### config.mk
export PLATFORM = sky130hd
export DESIGN_NAME = nearest_obstacle_steer_decider_core
export DESIGN_NICKNAME = d
export VERILOG_FILES = /design/src/hdl/nosd_pkg.sv /design/src/hdl/nosd_csr.sv /design/src/hdl/nosd_front.sv /design/src/hdl/nosd_queue.sv /design/src/hdl/nosd_back.sv /design/src/hdl/nearest_obstacle_steer_decider_core.sv
export SDC_FILE = /design/constraint.sdc
export NUM_CORES = 1
export LEC_CHECK = 0
export BUFFER_PORTS_ARGS = -buffer_cell sky130_fd_sc_hd__buf_2
export CORE_MARGIN = 2
export CORE_UTILIZATION = 60
export CTS_CLUSTER_SIZE = 8
export DETAILED_ROUTE_END_ITERATION = 8
export GPL_TIMING_DRIVEN = 0
export PLACE_DENSITY = 0.92
export REMOVE_ABC_BUFFERS = 1
export SYNTH_ARGS = -nofsm -noshare
export SYNTH_HDL_FRONTEND = slang
export SYNTH_SLANG_ARGS = --single-unit
### constraint.sdc
create_clock -name clock -period 18.4 [get_ports clock]
set_input_delay 0.92 -clock clock [delete_from_list [all_inputs] [get_ports clock]]
set_output_delay 0.92 -clock clock [all_outputs]
set_load 0.01 [all_outputs]
### src/hdl/nosd_pkg.sv
// Shared types and constants of the nearest obstacle steer decider.
// Used by every module of the block; depends on nothing.
`default_nettype none

package nosd_pkg;

   localparam int COUNT_BITS_DEFAULT  = 16;
   localparam int QUEUE_DEPTH_DEFAULT = 4;
   localparam int MM_BITS             = 16;
   localparam int CFG_MM_BITS         = 15;
   localparam int PWM_BITS            = 12;
   localparam int KEPT_BITS           = 16;
   localparam int SENTINEL_MARGIN     = 100;
   localparam logic signed [MM_BITS-1:0] MM_MAX = 16'sh7FFF;

   // Register reset values
   localparam logic [CFG_MM_BITS-1:0] DETECT_RANGE_RESET = 15'd1000;
   localparam logic [CFG_MM_BITS-1:0] BACK_OFF_RESET     = 15'd600;
   localparam logic [CFG_MM_BITS-1:0] HALF_WIDTH_RESET   = 15'd250;
   localparam logic [PWM_BITS-1:0]    STEER_LEFT_RESET   = 12'd1890;
   localparam logic [PWM_BITS-1:0]    STEER_RIGHT_RESET  = 12'd991;
   localparam logic [PWM_BITS-1:0]    STEER_STRAIGHT_RESET = 12'd1370;
   localparam logic [PWM_BITS-1:0]    THROTTLE_FWD_RESET = 12'd1530;
   localparam logic [PWM_BITS-1:0]    THROTTLE_BACK_RESET = 12'd1375;

   typedef enum logic [2:0] {
      REG_DETECT_RANGE     = 3'd0,
      REG_BACK_OFF         = 3'd1,
      REG_HALF_WIDTH       = 3'd2,
      REG_STEER_LEFT       = 3'd3,
      REG_STEER_RIGHT      = 3'd4,
      REG_STEER_STRAIGHT   = 3'd5,
      REG_THROTTLE_FORWARD = 3'd6,
      REG_THROTTLE_BACK    = 3'd7
   } reg_index_type;

   typedef struct packed {
      logic signed [MM_BITS-1:0] point_x_mm;
      logic signed [MM_BITS-1:0] point_y_mm;
      logic signed [MM_BITS-1:0] point_z_mm;
      logic                      point_valid;
      logic                      last_point;
   } req_payload_type;

   typedef struct packed {
      logic [PWM_BITS-1:0]       steering_cmd;
      logic [PWM_BITS-1:0]       throttle_cmd;
      logic signed [MM_BITS-1:0] nearest_x_mm;
      logic signed [MM_BITS-1:0] nearest_y_mm;
      logic signed [MM_BITS-1:0] nearest_z_mm;
      logic [KEPT_BITS-1:0]      kept_count;
   } rsp_payload_type;

   typedef struct packed {
      logic [CFG_MM_BITS-1:0] detect_range_mm;
      logic [CFG_MM_BITS-1:0] back_off_mm;
      logic [CFG_MM_BITS-1:0] half_width_mm;
      logic [PWM_BITS-1:0]    steer_left_pwm;
      logic [PWM_BITS-1:0]    steer_right_pwm;
      logic [PWM_BITS-1:0]    steer_straight_pwm;
      logic [PWM_BITS-1:0]    throttle_forward_pwm;
      logic [PWM_BITS-1:0]    throttle_back_pwm;
   } cfg_type;

   // One classified point waiting for the back end
   typedef struct packed {
      logic signed [MM_BITS-1:0] x_mm;
      logic signed [MM_BITS-1:0] y_mm;
      logic signed [MM_BITS-1:0] z_mm;
      logic                      keep;
      logic                      last;
   } qentry_type;

   typedef struct packed {
      logic full;
      logic empty;
   } queue_status_type;

endpackage

`default_nettype wire

### src/hdl/nosd_csr.sv
// Configuration register file of the obstacle steer decider.
// Depends on nosd_pkg for the register layout, indexes and reset values.
`default_nettype none

module nosd_csr (
   input  logic                   clock,
   input  logic                   reset,
   input  logic                   csr_we,
   input  nosd_pkg::reg_index_type csr_index,
   input  logic [nosd_pkg::CFG_MM_BITS-1:0] csr_wdata,
   output nosd_pkg::cfg_type      cfg
);
   import nosd_pkg::*;

   cfg_type cfg_ff;
   cfg_type cfg_in;

   // Write one register; narrower registers take the low bits
   always_comb begin
      cfg_in = cfg_ff;
      if (csr_we) begin
         unique case (csr_index)
            REG_DETECT_RANGE:     cfg_in.detect_range_mm      = csr_wdata;
            REG_BACK_OFF:         cfg_in.back_off_mm          = csr_wdata;
            REG_HALF_WIDTH:       cfg_in.half_width_mm        = csr_wdata;
            REG_STEER_LEFT:       cfg_in.steer_left_pwm       = csr_wdata[PWM_BITS-1:0];
            REG_STEER_RIGHT:      cfg_in.steer_right_pwm      = csr_wdata[PWM_BITS-1:0];
            REG_STEER_STRAIGHT:   cfg_in.steer_straight_pwm   = csr_wdata[PWM_BITS-1:0];
            REG_THROTTLE_FORWARD: cfg_in.throttle_forward_pwm = csr_wdata[PWM_BITS-1:0];
            REG_THROTTLE_BACK:    cfg_in.throttle_back_pwm    = csr_wdata[PWM_BITS-1:0];
         endcase
      end
   end

   always_ff @(posedge clock) begin
      if (reset) begin
         cfg_ff.detect_range_mm      <= DETECT_RANGE_RESET;
         cfg_ff.back_off_mm          <= BACK_OFF_RESET;
         cfg_ff.half_width_mm        <= HALF_WIDTH_RESET;
         cfg_ff.steer_left_pwm       <= STEER_LEFT_RESET;
         cfg_ff.steer_right_pwm      <= STEER_RIGHT_RESET;
         cfg_ff.steer_straight_pwm   <= STEER_STRAIGHT_RESET;
         cfg_ff.throttle_forward_pwm <= THROTTLE_FWD_RESET;
         cfg_ff.throttle_back_pwm    <= THROTTLE_BACK_RESET;
      end else begin
         cfg_ff <= cfg_in;
      end
   end

   assign cfg = cfg_ff;

endmodule

`default_nettype wire

### src/hdl/nosd_front.sv
// Front end: accepts points, runs the box test and queues the ones that matter.
// Depends on nosd_pkg for the payload, queue entry and status types.
`default_nettype none

module nosd_front (
   input  nosd_pkg::cfg_type          cfg,
   input  logic                       req_valid,
   output logic                       req_stall,
   input  nosd_pkg::req_payload_type  req_payload,
   input  nosd_pkg::queue_status_type qstat,
   output logic                       push,
   output nosd_pkg::qentry_type       push_entry
);
   import nosd_pkg::*;

   logic signed [MM_BITS:0]   x_ext;
   logic signed [MM_BITS:0]   half_pos;
   logic signed [MM_BITS:0]   half_neg;
   logic signed [MM_BITS-1:0] range_ext;
   logic                      in_box;
   logic                      accept;

   // Hold the source off while the queue is full
   assign req_stall = qstat.full;
   assign accept    = req_valid && !qstat.full;

   // Box test: depth within range, above the horizon, inside the lateral band
   always_comb begin
      x_ext     = {req_payload.point_x_mm[MM_BITS-1], req_payload.point_x_mm};
      half_pos  = {2'b00, cfg.half_width_mm};
      half_neg  = -half_pos;
      range_ext = {1'b0, cfg.detect_range_mm};
      in_box    = req_payload.point_valid
                  && ($signed(req_payload.point_z_mm) <= range_ext)
                  && req_payload.point_y_mm[MM_BITS-1]
                  && (x_ext >= half_neg)
                  && (x_ext <= half_pos);
   end

   // Drop points that are neither kept nor close the cloud
   always_comb begin
      push_entry.x_mm = req_payload.point_x_mm;
      push_entry.y_mm = req_payload.point_y_mm;
      push_entry.z_mm = req_payload.point_z_mm;
      push_entry.keep = in_box;
      push_entry.last = req_payload.last_point;
      push            = accept && (in_box || req_payload.last_point);
   end

endmodule

`default_nettype wire

### src/hdl/nosd_queue.sv
// Short FIFO of classified points between the front and back ends.
// Depends on nosd_pkg for the entry and status types.
`default_nettype none

module nosd_queue #(
   parameter int DEPTH = nosd_pkg::QUEUE_DEPTH_DEFAULT
) (
   input  logic                       clock,
   input  logic                       reset,
   input  logic                       push,
   input  nosd_pkg::qentry_type       push_entry,
   input  logic                       pop,
   output nosd_pkg::qentry_type       head,
   output nosd_pkg::queue_status_type qstat
);
   import nosd_pkg::*;

   localparam int PTR_BITS = (DEPTH > 1) ? $clog2(DEPTH) : 1;
   localparam int CNT_BITS = $clog2(DEPTH + 1);
   localparam logic [PTR_BITS-1:0] PTR_LAST = PTR_BITS'(DEPTH - 1);
   localparam logic [CNT_BITS-1:0] CNT_FULL = CNT_BITS'(DEPTH);

   qentry_type          slot_ff [DEPTH];
   logic [PTR_BITS-1:0] wr_ptr_ff, wr_ptr_in;
   logic [PTR_BITS-1:0] rd_ptr_ff, rd_ptr_in;
   logic [CNT_BITS-1:0] count_ff, count_in;

   // Advance pointers with wrap, track fill level
   always_comb begin
      wr_ptr_in = wr_ptr_ff;
      rd_ptr_in = rd_ptr_ff;
      count_in  = count_ff;
      if (push) begin
         wr_ptr_in = (wr_ptr_ff == PTR_LAST) ? '0 : wr_ptr_ff + 1'b1;
      end
      if (pop) begin
         rd_ptr_in = (rd_ptr_ff == PTR_LAST) ? '0 : rd_ptr_ff + 1'b1;
      end
      if (push && !pop) begin
         count_in = count_ff + 1'b1;
      end else if (pop && !push) begin
         count_in = count_ff - 1'b1;
      end
   end

   always_ff @(posedge clock) begin
      if (reset) begin
         wr_ptr_ff <= '0;
         rd_ptr_ff <= '0;
         count_ff  <= '0;
      end else begin
         wr_ptr_ff <= wr_ptr_in;
         rd_ptr_ff <= rd_ptr_in;
         count_ff  <= count_in;
      end
   end

   // Entry storage needs no reset
   always_ff @(posedge clock) begin
      if (push) begin
         slot_ff[wr_ptr_ff] <= push_entry;
      end
   end

   assign head        = slot_ff[rd_ptr_ff];
   assign qstat.full  = (count_ff == CNT_FULL);
   assign qstat.empty = (count_ff == '0);

endmodule

`default_nettype wire

### src/hdl/nosd_back.sv
// Back end: tracks the nearest kept point and the count, decides on the last point.
// Depends on nosd_pkg for the configuration, entry and result types.
`default_nettype none

module nosd_back #(
   parameter int COUNT_BITS = nosd_pkg::COUNT_BITS_DEFAULT
) (
   input  logic                       clock,
   input  logic                       reset,
   input  nosd_pkg::cfg_type          cfg,
   input  nosd_pkg::qentry_type       head,
   input  nosd_pkg::queue_status_type qstat,
   output logic                       pop,
   output logic                       rsp_valid,
   input  logic                       rsp_stall,
   output nosd_pkg::rsp_payload_type  rsp_payload
);
   import nosd_pkg::*;

   localparam logic [COUNT_BITS-1:0] COUNT_MAX = {COUNT_BITS{1'b1}};

   logic signed [MM_BITS-1:0] best_x_ff, best_y_ff, best_z_ff;
   logic [COUNT_BITS-1:0]     count_ff, count_in;
   logic                      rsp_valid_ff, rsp_valid_in;
   rsp_payload_type           rsp_payload_ff, rsp_payload_in;

   logic                      out_free;
   logic                      take_best;
   logic signed [MM_BITS-1:0] cur_x, cur_y, cur_z;
   logic [COUNT_BITS-1:0]     cur_count;
   logic [MM_BITS-1:0]        sentinel_sum;
   logic signed [MM_BITS-1:0] sentinel;
   logic signed [MM_BITS-1:0] nx, ny, nz;
   logic signed [MM_BITS-1:0] range_ext, back_ext;
   logic                      in_range, far;
   logic [KEPT_BITS-1:0]      kept;

   // Pop a kept point at once; a closing point waits for the output slot
   assign out_free = !rsp_valid_ff || !rsp_stall;
   assign pop      = !qstat.empty && (!head.last || out_free);

   // Fold the popped point into the running nearest point and count
   always_comb begin
      take_best = pop && head.keep
                  && ((count_ff == '0) || ($signed(head.z_mm) < best_z_ff));
      cur_x     = take_best ? head.x_mm : best_x_ff;
      cur_y     = take_best ? head.y_mm : best_y_ff;
      cur_z     = take_best ? head.z_mm : best_z_ff;
      cur_count = count_ff;
      if (pop && head.keep && (count_ff != COUNT_MAX)) begin
         cur_count = count_ff + 1'b1;
      end
   end

   // Saturate the count into the result field width
   generate
      if (COUNT_BITS > KEPT_BITS) begin : g_kept_sat
         assign kept = (|cur_count[COUNT_BITS-1:KEPT_BITS]) ? {KEPT_BITS{1'b1}}
                                                             : cur_count[KEPT_BITS-1:0];
      end else begin : g_kept_ext
         assign kept = KEPT_BITS'(cur_count);
      end
   endgenerate

   // Empty cloud reports range plus margin, capped at the largest depth
   always_comb begin
      sentinel_sum = {1'b0, cfg.detect_range_mm} + MM_BITS'(SENTINEL_MARGIN);
      sentinel     = sentinel_sum[MM_BITS-1] ? MM_MAX : $signed(sentinel_sum);
      if (cur_count != '0) begin
         nx = cur_x;
         ny = cur_y;
         nz = cur_z;
      end else begin
         nx = sentinel;
         ny = sentinel;
         nz = sentinel;
      end
   end

   // Steering and throttle decision on the nearest point
   always_comb begin
      range_ext = {1'b0, cfg.detect_range_mm};
      back_ext  = {1'b0, cfg.back_off_mm};
      in_range  = (nz <= range_ext);
      far       = (nz > back_ext);

      rsp_payload_in = rsp_payload_ff;
      priority if (!nx[MM_BITS-1] && (nx != '0) && in_range) begin
         rsp_payload_in.steering_cmd = far ? cfg.steer_left_pwm : cfg.steer_right_pwm;
      end else if (nx[MM_BITS-1] && in_range) begin
         rsp_payload_in.steering_cmd = far ? cfg.steer_right_pwm : cfg.steer_left_pwm;
      end else begin
         rsp_payload_in.steering_cmd = cfg.steer_straight_pwm;
      end
      rsp_payload_in.throttle_cmd = far ? cfg.throttle_forward_pwm : cfg.throttle_back_pwm;
      rsp_payload_in.nearest_x_mm = nx;
      rsp_payload_in.nearest_y_mm = ny;
      rsp_payload_in.nearest_z_mm = nz;
      rsp_payload_in.kept_count   = kept;
   end

   // Load the output slot on a closing point, drain it when taken
   always_comb begin
      rsp_valid_in = rsp_valid_ff;
      count_in     = cur_count;
      if (pop && head.last) begin
         rsp_valid_in = 1'b1;
         count_in     = '0;
      end else if (!rsp_stall) begin
         rsp_valid_in = 1'b0;
      end
   end

   always_ff @(posedge clock) begin
      if (reset) begin
         count_ff     <= '0;
         rsp_valid_ff <= 1'b0;
      end else begin
         count_ff     <= count_in;
         rsp_valid_ff <= rsp_valid_in;
      end
   end

   // Payload registers; a zero count marks the nearest point as unset
   always_ff @(posedge clock) begin
      if (take_best) begin
         best_x_ff <= head.x_mm;
         best_y_ff <= head.y_mm;
         best_z_ff <= head.z_mm;
      end
      if (pop && head.last) begin
         rsp_payload_ff <= rsp_payload_in;
      end
   end

   assign rsp_valid   = rsp_valid_ff;
   assign rsp_payload = rsp_payload_ff;

endmodule

`default_nettype wire

### src/hdl/nearest_obstacle_steer_decider_core.sv
// Top level of the nearest obstacle steer decider.
// Depends on nosd_pkg, nosd_csr, nosd_front, nosd_queue and nosd_back.
//
//   channel | direction | handshake          | payload
//   --------+-----------+--------------------+------------------
//   req     | in        | req_valid/req_stall| req_payload_type
//   rsp     | out       | rsp_valid/rsp_stall| rsp_payload_type
//   csr     | in        | csr_we             | csr_index, csr_wdata
//
// One point per cycle while the queue has room: the box test runs in the front end in the
// cycle of acceptance; the back end folds one queued point per cycle into its tracker
// unless a last point is held. A last point is queued, then loaded into the output slot.
// Reset clears the queue, the tracker count, the output slot and loads register defaults.
// req_stall rises only while the point queue (QUEUE_DEPTH entries) is full; rsp_stall
// holds back only a last point, other points keep draining behind a waiting result.
`default_nettype none

module nearest_obstacle_steer_decider_core #(
   parameter int COUNT_BITS  = nosd_pkg::COUNT_BITS_DEFAULT,
   parameter int QUEUE_DEPTH = nosd_pkg::QUEUE_DEPTH_DEFAULT
) (
   input  logic                             clock,
   input  logic                             reset,
   input  logic                             req_valid,
   output logic                             req_stall,
   input  nosd_pkg::req_payload_type        req_payload,
   output logic                             rsp_valid,
   input  logic                             rsp_stall,
   output nosd_pkg::rsp_payload_type        rsp_payload,
   input  logic                             csr_we,
   input  nosd_pkg::reg_index_type          csr_index,
   input  logic [nosd_pkg::CFG_MM_BITS-1:0] csr_wdata
);
   import nosd_pkg::*;

   cfg_type          cfg;
   queue_status_type qstat;
   qentry_type       push_entry;
   qentry_type       head;
   logic             push;
   logic             pop;

   nosd_csr u_csr (
      .clock     (clock),
      .reset     (reset),
      .csr_we    (csr_we),
      .csr_index (csr_index),
      .csr_wdata (csr_wdata),
      .cfg       (cfg)
   );

   nosd_front u_front (
      .cfg         (cfg),
      .req_valid   (req_valid),
      .req_stall   (req_stall),
      .req_payload (req_payload),
      .qstat       (qstat),
      .push        (push),
      .push_entry  (push_entry)
   );

   nosd_queue #(
      .DEPTH (QUEUE_DEPTH)
   ) u_queue (
      .clock      (clock),
      .reset      (reset),
      .push       (push),
      .push_entry (push_entry),
      .pop        (pop),
      .head       (head),
      .qstat      (qstat)
   );

   nosd_back #(
      .COUNT_BITS (COUNT_BITS)
   ) u_back (
      .clock       (clock),
      .reset       (reset),
      .cfg         (cfg),
      .head        (head),
      .qstat       (qstat),
      .pop         (pop),
      .rsp_valid   (rsp_valid),
      .rsp_stall   (rsp_stall),
      .rsp_payload (rsp_payload)
   );

endmodule

`default_nettype wire

==> flow_summary_export.csv, run 1 <==
group,metric,value,unit
outcome,status,"finished clean",
timing,drv_slew,0,
route,top_layer,"met4",
route,firstDrtPassIters,6,
route,first_iter_violations,1640,
layout,synthToLayoutAreaGrowth,15.77,%
die,row_count,67,
timing,fmax,115.5,MHz
layout,seqCellArea,12240,um2
critical_path,crit_path_end_kind,"flip-flop",
critical_path,critPathMaxStageDelay,780,ps
global_route,grt_first_pass_wirelength,80300,um
critical_path,critical_path_required,18700,ps
synthesis,synth_area_leader_cell,"edfxtp_1",
die,die_h,189.3,um
layout,final_common_cell,"edfxtp_1",
die,pin_count,163,
layout,design_area,23860,um2
route,routed_via_density,6.245,
route,wl_met2,25720,um
timing,tightest_slew,1250,ps
clock_tree,htreeDepth,3,
synthesis,synth.avg_cell_area,12.80,um2
die,start_util,0.6116,
synthesis,synthTopCellsByArea,"edfxtp_1, dfxtp_1, ha_1",
critical_path,reg2reg_slack,9740,ps
place,dp_cells,2149,
timing,fin_crit_sh,0.4705,
clock_tree,clk_latency,560,ps
layout,finalNonFillerCells,2275,
synthesis,synth_warnings,0,
critical_path,path_class,"reg -> reg",
clock_tree,cts_root_buf,"clkbuf_16",
power_and_ir_drop,ir_drop,173.5,uV
clock_tree,hold_buffers,0,
timing,rsz0062_at_grt,"no",
critical_path,start_kind,"flip-flop",
clock_tree,clock_path_buffers,3,
die,die_w,189.3,um
power_and_ir_drop,leakage,8.877,nW
place,place_area,21840,um2
layout,fin_util,0.7081,
timing,hold_viol_final,0,
synthesis,synth-main-ff-cell,"edfxtp_1",
layout,multi_input_area,7781,um2
clock_tree,clk_pin_slew,50,ps
clock_tree,clkSinkCount,467,
synthesis,netlist_area,20610,um2
critical_path,cp_max_fo,48,
global_route,grt_overflow,0,
layout,nNetsFinal,1946,
critical_path,cp_slowest_cell,"and4_4",
layout,final_cell_mix,"edfxtp_1, dfxtp_1, nand2_1, buf_2, ha_1",
synthesis,async_reset_ff_frac,0,
timing,layout_min_cycle_time,8657,ps
place,hpwl,33520,um
global_route,track_usage,0.2939,
min_path,hold_path.class,"reg -> reg",
timing,setup_viol,0,
place,numPortBuffers,162,
route,ant_nets,0,
synthesis,yosysTopAreaCellShare,0.4196,
die,die_area,35850,um2
synthesis,syn_inst,1610,
synthesis,ys_types,67,
route,drc,0,
timing,setup-tns-final,0,ps
synthesis,synth-seq-cells,467,
min_path,hp-start,"u_csr.cfg[88]",
clock_tree,cts_tree,"built",
die,core-area,33700,um2
flow_run,cap_viol_max_count,0,
critical_path,crit_top_cell,"mux2_2",
synthesis,synth_seq_area_share,0.5934,
route,wl_per_cell,23.32,um
critical_path,cp.arrival,8950,ps
route,finalWirelength,53040,um
timing,max-slew-margin-rel,0.1639,
power_and_ir_drop,power_density,188.7,nW/um2
global_route,grt_pass1_vias,14460,
global_route,antenna_found_initial,2,
timing,clock_skew,24.53,ps
place,gp_congestion,0.8811,
route,vias,14210,
global_route,grt_max_degree,94,
clock_tree,post_cts_buffers,0,
layout,drive_above_1_share,0.2159,
route,route.met3.wl,4984,um
critical_path,path_cells,"buf_16 > mux4_2 > a31oi_4 > inv_1 > nor4_1 > mux2_2 > a311oi_2 > and4_4 > o41ai_2 > buf_4 > a21oi_1 > nor2_1 > ha_1 > nand3_1 > a211o_1 > a31oi_1 > nand3_1 > a32o_1 > o211ai_4 > mux2_2 > mux2_2",
route,met1_length,20400,um
clock_tree,numCtsBuffers,68,
clock_tree,cts_resized,0,
synthesis,synth-edff-count,288,
layout,fill_cells,2158,
==> Yosys cell counts, types with 11 or more instances <==
master and number:
a211o_1 40, a21o_1 14, a21oi_1 74, buf_1 11, clkbuf_1 50, dfxtp_1 179, edfxtp_1 288, ha_1 101
inv_1 78, mux2_2 57, mux2_4 11, mux2i_1 22, mux4_2 49, nand2_1 164, nand2b_1 16, nand3_1 22
nand3b_1 16, nand4_1 27, nor2_1 102, nor2b_1 43, nor3_1 22, nor4_1 13, o21ai_0 28, o22a_1 30
xnor2_1 26, xor2_1 11
==> power breakdown <==
| group | internal, mW | leakage [nW] | total, mW | switching, mW |
|---|---|---|---|---|
| registers | 1.40 | 4.10 | 1.52 | 0.112 |
| logic | 0.774 | 3.82 | 1.83 | 1.05 |
| clock network | 0.724 | 0.958 | 1.16 | 0.437 |
| total | 2.90 | 8.88 | 4.50 | 1.60 |
==> critical path: cells and delay by family (launching register included) <==
kind	cells	cell delay (ps)
AOI/OAI and AO/OA	8	3180
adders and majority gates	1	340
buffers and inverters	3	740
DFF	1	700
muxes	4	1700
and+or+nand+nor	5	1690
==> metal layers <==
metal  track usage  vias to the layer above
li1              -                     6280
met3       0.06043                      163
met4        0.1181                        0
met1        0.3751                     6989
met5             0                        -
met2        0.4938                      776
==> path summary, 6_finish.rpt <==
check	to	depth (start not counted)
worst min register to register	u_csr.cfg[88]	2
worst max register to register	u_back.rsp_payload[87]	21
worst min-delay path	u_csr.cfg[88]	2
worst max-delay path	u_back.rsp_payload[87]	21
==> stage by stage <==
step	hold slack, ps	worst slack (ps)	total power, mW
global route	474.1	9243	4.676
CTS	454.1	9832	4.476
global placement	438.8	6331	3.192
floorplan	426.1	9699	2.702
detailed placement	447.9	9856	3.283
finish	456.9	9743	4.503
==> kinds of logic after synthesis <==
| group | Yosys count | synth area share |
|---|---|---|
| buffers and inverters | 159 | 0.03120 |
| adder cells (fa/ha/maj) | 102 | 0.06228 |
| AO/OA/AOI/OAI | 240 | 0.08262 |
| multiplexers | 145 | 0.1067 |
| AND/OR/NAND/NOR | 460 | 0.1081 |
| flip-flops | 467 | 0.5934 |
| XOR/XNOR | 37 | 0.01572 |
==> state kept, by name (all words and copies together), names as in the netlist, named ones only <==
register / cells
u_back.best_z_ff: 16
u_queue.wr_ptr_ff: 2
u_back.best_y_ff: 16
u_csr.cfg: 105
u_queue.slot_ff: 200
u_queue.rd_ptr_ff: 2
u_back.rsp_payload: 88
u_back.rsp_valid: 1
u_queue.count_ff: 3
u_back.count_ff: 16
u_back.best_x_ff: 16
==> area by class of cell <==
type,count,share of cell area
Tap cell,448,0.02349
Multi-Input combinational cell,984,0.3261
Inverter,78,0.01237
Timing Repair Buffer,172,0.04058
Clock inverter,6,0.003408
Sequential cell,467,0.5129
Antenna cell,2,0.0002097
Clock buffer,118,0.08096
(Power assumes the default switching activity.)
==> run 2: changes to the inputs <==
Clock period 18.4 ns to 8.2 ns, I/O delays scaled along.
==> run 2 against run 1 <==
Effect of this change: worst hold slack worse by 380 ps; sequential share of layout area decreased by 0.21 points; worst setup slack got worse by 9400 ps; highest routed layer unchanged; routed wire length rose by 1.9%; non-clock buffer count is 2 higher; via count grew 0.77%; global-route usage is 0.56 points higher; power is 130% higher.
==> flow_summary_export.csv, run 2 (synthesis results as in run 1) <==
group,metric,value,unit
outcome,status,"finished clean",
critical_path,critPathMaxStageDelay,580,ps
die,start_util,0.6116,
critical_path,cp_max_fo,40,
layout,top_register,"u_queue.slot_ff",
layout,largest_reg_flops,200,
clock_tree,clk_pin_slew,50,ps
layout,drive_above_1_share,0.2192,
critical_path,path_delay_family,"simple AND/OR/NAND/NOR gates",
route,wl_per_cell,23.73,um
clock_tree,clk_latency,570,ps
die,core-area,33700,um2
die,die_area,35850,um2
timing,timing.hold.ws,72.25,ps
timing,tightest_slew,1267,ps
critical_path,reg2reg_slack,340,ps
route,drc,0,
flow_run,cap_viol_max_count,0,
critical_path,ff2ff_path_depth,22,
critical_path,cp.arrival,8160,ps
power_and_ir_drop,power_density,428.3,nW/um2
layout,final_common_cell,"edfxtp_1",
clock_tree,clkSinkCount,467,
timing,fin_crit_sh,0.9584,
power_and_ir_drop,ir_drop,400.1,uV
die,row_count,67,
global_route,grt_overflow,0,
timing,layout_min_cycle_time,7859,ps
route,finalWirelength,54080,um
die,pin_count,163,
clock_tree,clock_path_buffers,3,
critical_path,path_cells,"buf_16 > mux4_2 > ha_1 > nand4_1 > nor3_1 > o2111ai_1 > nand4_1 > nand2_2 > buf_12 > o21ai_0 > nor2_1 > nor2_1 > ha_1 > and4_1 > nand3_1 > a211o_1 > a31oi_2 > nand3_1 > a32o_1 > o211ai_4 > mux2_2 > mux2_2",
layout,final_cell_mix,"edfxtp_1, dfxtp_1, nand2_1, buf_2, ha_1",
critical_path,cp_slowest_cell,"dfxtp_4",
clock_tree,cts_root_buf,"clkbuf_16",
critical_path,path_buf_inv,2,
global_route,grt_pass1_vias,14600,
timing,hold_viol_final,0,
place,place_ws,-344.0,ps
layout,fill_cells,2137,
timing,setup-tns-final,0,ps
global_route,grt_max_degree,94,
timing,clock_skew,24.57,ps
layout,nNetsFinal,1950,
route,routed_via_density,6.282,
min_path,hold_path.class,"in -> reg",
route,first_iter_violations,1552,
clock_tree,cts_tree,"built",
die,die_h,189.3,um
clock_tree,htreeDepth,3,
route,vias,14320,
global_route,antenna_found_initial,3,
place,hpwl,33520,um
die,die_w,189.3,um
place,numPortBuffers,162,
route,firstDrtPassIters,6,
timing,setup_viol,0,
timing,max-slew-margin-rel,0.1525,
power_and_ir_drop,leakage,8.909,nW
critical_path,cp-endpoint,"u_back.rsp_payload[87]",
timing,setup_ws,341.2,ps
critical_path,start_kind,"flip-flop",
global_route,track_usage,0.2995,
timing,rsz0062_at_grt,"no",
layout,synthToLayoutAreaGrowth,16.26,%
critical_path,path_class,"reg -> reg",
critical_path,crit_path_end_kind,"flip-flop",
route,ant_nets,0,
timing,fmax,127.2,MHz
clock_tree,numCtsBuffers,68,
critical_path,critical_path_required,8500,ps
critical_path,path_depth,22,
global_route,grt_first_pass_wirelength,81610,um
critical_path,r2r-end,"u_back.rsp_payload[87]",
place,gp_congestion,0.8811,
timing,drv_slew,0,
-- run 2: what timing repair did --
action | CTS | global route
endpoints found under the setup margin | 12 | 12
setup buffers | 2 | 0
gates resized for setup | 2 | 3
hold buffers | 0 | 0
cloned | 1 | 1
pin swaps | 1 | 2
-- run 2: cell type report --
class | instances | area [um2] | area share
clock inverters | 6 | 81.33 | 0.003394
diodes | 2 | 5.005 | 0.0002089
well taps | 448 | 560.5 | 0.02339
clock buffers | 118 | 1932 | 0.08062
inverters | 78 | 295.3 | 0.01232
repair buffers | 174 | 1016 | 0.04240
multi-input cells | 986 | 7834 | 0.3269
flip-flops and latches | 467 | 12240 | 0.5108
-- run 2: worst register-to-register path, cell delays in order, from the launching register on --
cell,delay (ps)
dfxtp_4,580
buf_16,290
mux4_2,590
ha_1,340
nand4_1,140
nor3_1,550
o2111ai_1,360
nand4_1,350
nand2_2,460
buf_12,360
o21ai_0,320
nor2_1,70
nor2_1,340
ha_1,200
and4_1,230
nand3_1,130
a211o_1,320
a31oi_2,370
nand3_1,130
a32o_1,300
o211ai_4,480
mux2_2,400
mux2_2,290
-- run 2: metrics by stage --
stage,instance area (um2),util,cells,power (mW)
2_1_floorplan,20260,-,1529,6.064
3_3_place_gp,21630,0.6419,2139,7.163
3_5_place_dp,21840,0.6481,2149,7.366
4_1_cts,23930,0.7100,2276,10.18
6_report,23960,0.7111,2279,10.26
5_1_grt,23960,0.7110,2278,10.65
-- run 2: how the worst min path moves through the flow --
stage                     from                endpoint  slack [ps]  cells after the start
5_1_grt        req_payload[18]  u_queue.slot_ff[1][18]          60                      1
6_report       req_payload[18]  u_queue.slot_ff[2][18]          70                      1
4_1_cts        req_payload[18]  u_queue.slot_ff[2][18]          50                      1
3_3_place_gp     u_csr.cfg[51]           u_csr.cfg[51]         440                      2
2_1_floorplan    u_csr.cfg[50]           u_csr.cfg[50]         430                      2
3_5_place_dp     u_csr.cfg[88]           u_csr.cfg[88]         450                      2
-- run 2: layer usage --
layer	share of wire	GRT usage	up-vias
li1	-	-	6299
met1	0.37	0.3766	6983
met2	0.48	0.4997	859
met3	0.11	0.06358	176
met4	0.042	0.1377	0
met5	0	0	-
-- run 2: report_power, final --
| group | switching (mW) | internal [mW] | total [mW] |
|---|---|---|---|
| clock network | 0.985 | 1.62 | 2.61 |
| logic | 2.44 | 1.82 | 4.27 |
| registers | 0.241 | 3.15 | 3.39 |
| total | 3.67 | 6.59 | 10.3 |
==> run 3: changes to the inputs <==
Settings changed: PLACE_DENSITY 0.92 to 0.9.
==> run 3 against run 2 <==
Effect of this change: die area did not move; maximum frequency up 0.19%; sequential share of layout area increased by 0.12 points; non-clock buffer count unchanged; sequential cell count unchanged; critical endpoint is now u_back.rsp_payload[79]; register-to-register slack gained 20 ps; final area down 0.24%; utilization is 0.17 points lower; combinational power increased by 2%; global-route usage decreased by 0.15 points.
==> flow_summary_export.csv, run 3 (synthesis results as in run 1) <==
group,metric,value,unit
outcome,status,"finished clean",
route,wl_per_cell,23.71,um
critical_path,critical_path_required,8500,ps
global_route,grt_overflow,0,
power_and_ir_drop,leakage,8.875,nW
critical_path,cp.arrival,8140,ps
clock_tree,numCtsBuffers,68,
layout,synthToLayoutAreaGrowth,15.98,%
place,hpwl,33640,um
route,first_iter_violations,1484,
clock_tree,hold_buffers,0,
layout,final_common_cell,"edfxtp_1",
die,die_area,35850,um2
global_route,track_usage,0.2981,
route,firstDrtPassIters,6,
clock_tree,htreeDepth,3,
route,ant_nets,0,
route,drc,0,
route,finalWirelength,53960,um
route,vias,14280,
layout,final_cell_mix,"edfxtp_1, dfxtp_1, nand2_1, buf_2, ha_1",
power_and_ir_drop,clkPwrFrac,0.247,
clock_tree,cts_root_buf,"clkbuf_16",
timing,fmax,127.5,MHz
critical_path,start_kind,"flip-flop",
timing,hold_viol_final,0,
critical_path,path_class,"reg -> reg",
timing,layout_min_cycle_time,7844,ps
power_and_ir_drop,p_sw_frac,0.3607,
power_and_ir_drop,p_int,6.571,mW
clock_tree,clk_pin_slew,50,ps
min_path,hold_path.class,"in -> reg",
die,die_w,189.3,um
timing,clock_skew,28.77,ps
die,die_h,189.3,um
layout,finalNonFillerCells,2276,
layout,nNetsFinal,1950,
layout,drive_above_1_share,0.2177,
global_route,grt_max_degree,97,
critical_path,crit_path_end_kind,"flip-flop",
critical_path,critPathMaxStageDelay,600,ps
timing,rsz0062_at_grt,"no",
place,dp_cells,2148,
layout,fill_cells,2120,
timing,drv_slew,0,
place,gp_congestion,0.9030,
critical_path,path_cells,"buf_16 > mux4_2 > a31oi_4 > inv_1 > nor4_1 > mux2_2 > a311oi_4 > and4_4 > o41ai_2 > buf_4 > nand2b_1 > o21a_1 > ha_1 > and4_1 > nand3_1 > a211o_1 > a31oi_2 > nand3_1 > a32o_1 > o211ai_4 > buf_12 > mux2_1 > mux2_2",
layout,top_register,"u_queue.slot_ff",
route,routed_via_density,6.275,
clock_tree,clock_path_buffers,3,
critical_path,cp_max_fo,29,
power_and_ir_drop,p_switching,3.707,mW
global_route,grt_first_pass_wirelength,80880,um
timing,setup_viol,0,
place,numPortBuffers,162,
clock_tree,cts_tree,"built",
critical_path,path_buf_inv,4,
die,row_count,67,
power_and_ir_drop,ir_drop,361.0,uV
die,core-area,33700,um2
critical_path,cp_slowest_cell,"mux4_2",
power_and_ir_drop,seqPwrFrac,0.330,
die,pin_count,163,
global_route,grt_pass1_vias,14550,
layout,largest_reg_flops,200,
timing,max-slew-margin-rel,0.1536,
timing,fin_crit_sh,0.9566,
clock_tree,clkSinkCount,467,
layout,design_area,23910,um2
flow_run,cap_viol_max_count,0,
clock_tree,clk_latency,570,ps
global_route,antenna_found_initial,2,
critical_path,path_delay_family,"compound AO/OA/AOI/OAI gates",
die,start_util,0.6116,
power_and_ir_drop,power_frac_comb,0.423,
place,place_area,21830,um2
power_and_ir_drop,power_density,430.0,nW/um2
timing,tightest_slew,1265,ps
==> run 3: layout make-up <==
cell class | instances | area [um2] | area share
clock buffers | 113 | 1871 | 0.07825
multi-input cells | 986 | 7828 | 0.3274
clock inverters | 6 | 73.82 | 0.003088
diodes | 4 | 10.01 | 0.0004187
flip-flops and latches | 467 | 12240 | 0.5120
repair buffers | 174 | 1028 | 0.04302
inverters | 78 | 295.3 | 0.01235
well taps | 448 | 560.5 | 0.02345
==> run 3: power by group through the flow <==
stage                     registers (mW)  clock network [mW]  logic, mW
final                               3.39                2.54       4.35
after global routing                3.42                2.65       4.58
after CTS                           3.39                2.55       4.13
after detailed placement            3.43                   0       3.95
after global placement              3.47                   0       3.72
after floorplan                     3.50                   0       2.57
==> run 3: metal layers <==
metal,share of wire,global-route usage,up-vias
li1,-,-,6304
met1,0.38,0.3687,7021
met2,0.48,0.4924,806
met3,0.091,0.06580,152
met4,0.045,0.1577,0
met5,0,0,-
==> run 3: path summary, 6_finish.rpt <==
check	startpoint	to	slack (ps)	depth (start not counted)
setup / recovery	flip-flop	u_back.rsp_payload[79]	360	23
hold / removal	req_payload[28]	u_queue.slot_ff[3][28]	70	1
setup reg to reg	flip-flop	u_back.rsp_payload[79]	360	23
hold reg to reg	u_csr.cfg[88]	u_csr.cfg[88]	450	2
==> run 3: what timing repair did <==
item	in CTS	in global routing
pin swaps	1	1
setup endpoints to repair	12	12
buffers inserted	1	2
cloned	2	0
endpoints found under the hold margin	0	0
resized for setup	2	1
==> run 3: through the flow <==
stage / total power, mW / hold slack (ps) / setup slack (ps) / setup TNS (ps) / utilization
after floorplan: 6.064 / 426.1 / -501.1 / -5890 / -
after global placement: 7.196 / 437.9 / -3860 / -83790 / 0.6419
after detailed placement: 7.377 / 447.9 / -334.8 / -3723 / 0.6478
after CTS: 10.07 / 54.56 / 125.2 / 0 / 0.7073
after global routing: 10.65 / 58.29 / 27.13 / 0 / 0.7092
final: 10.28 / 68.83 / 356.3 / 0 / 0.7094
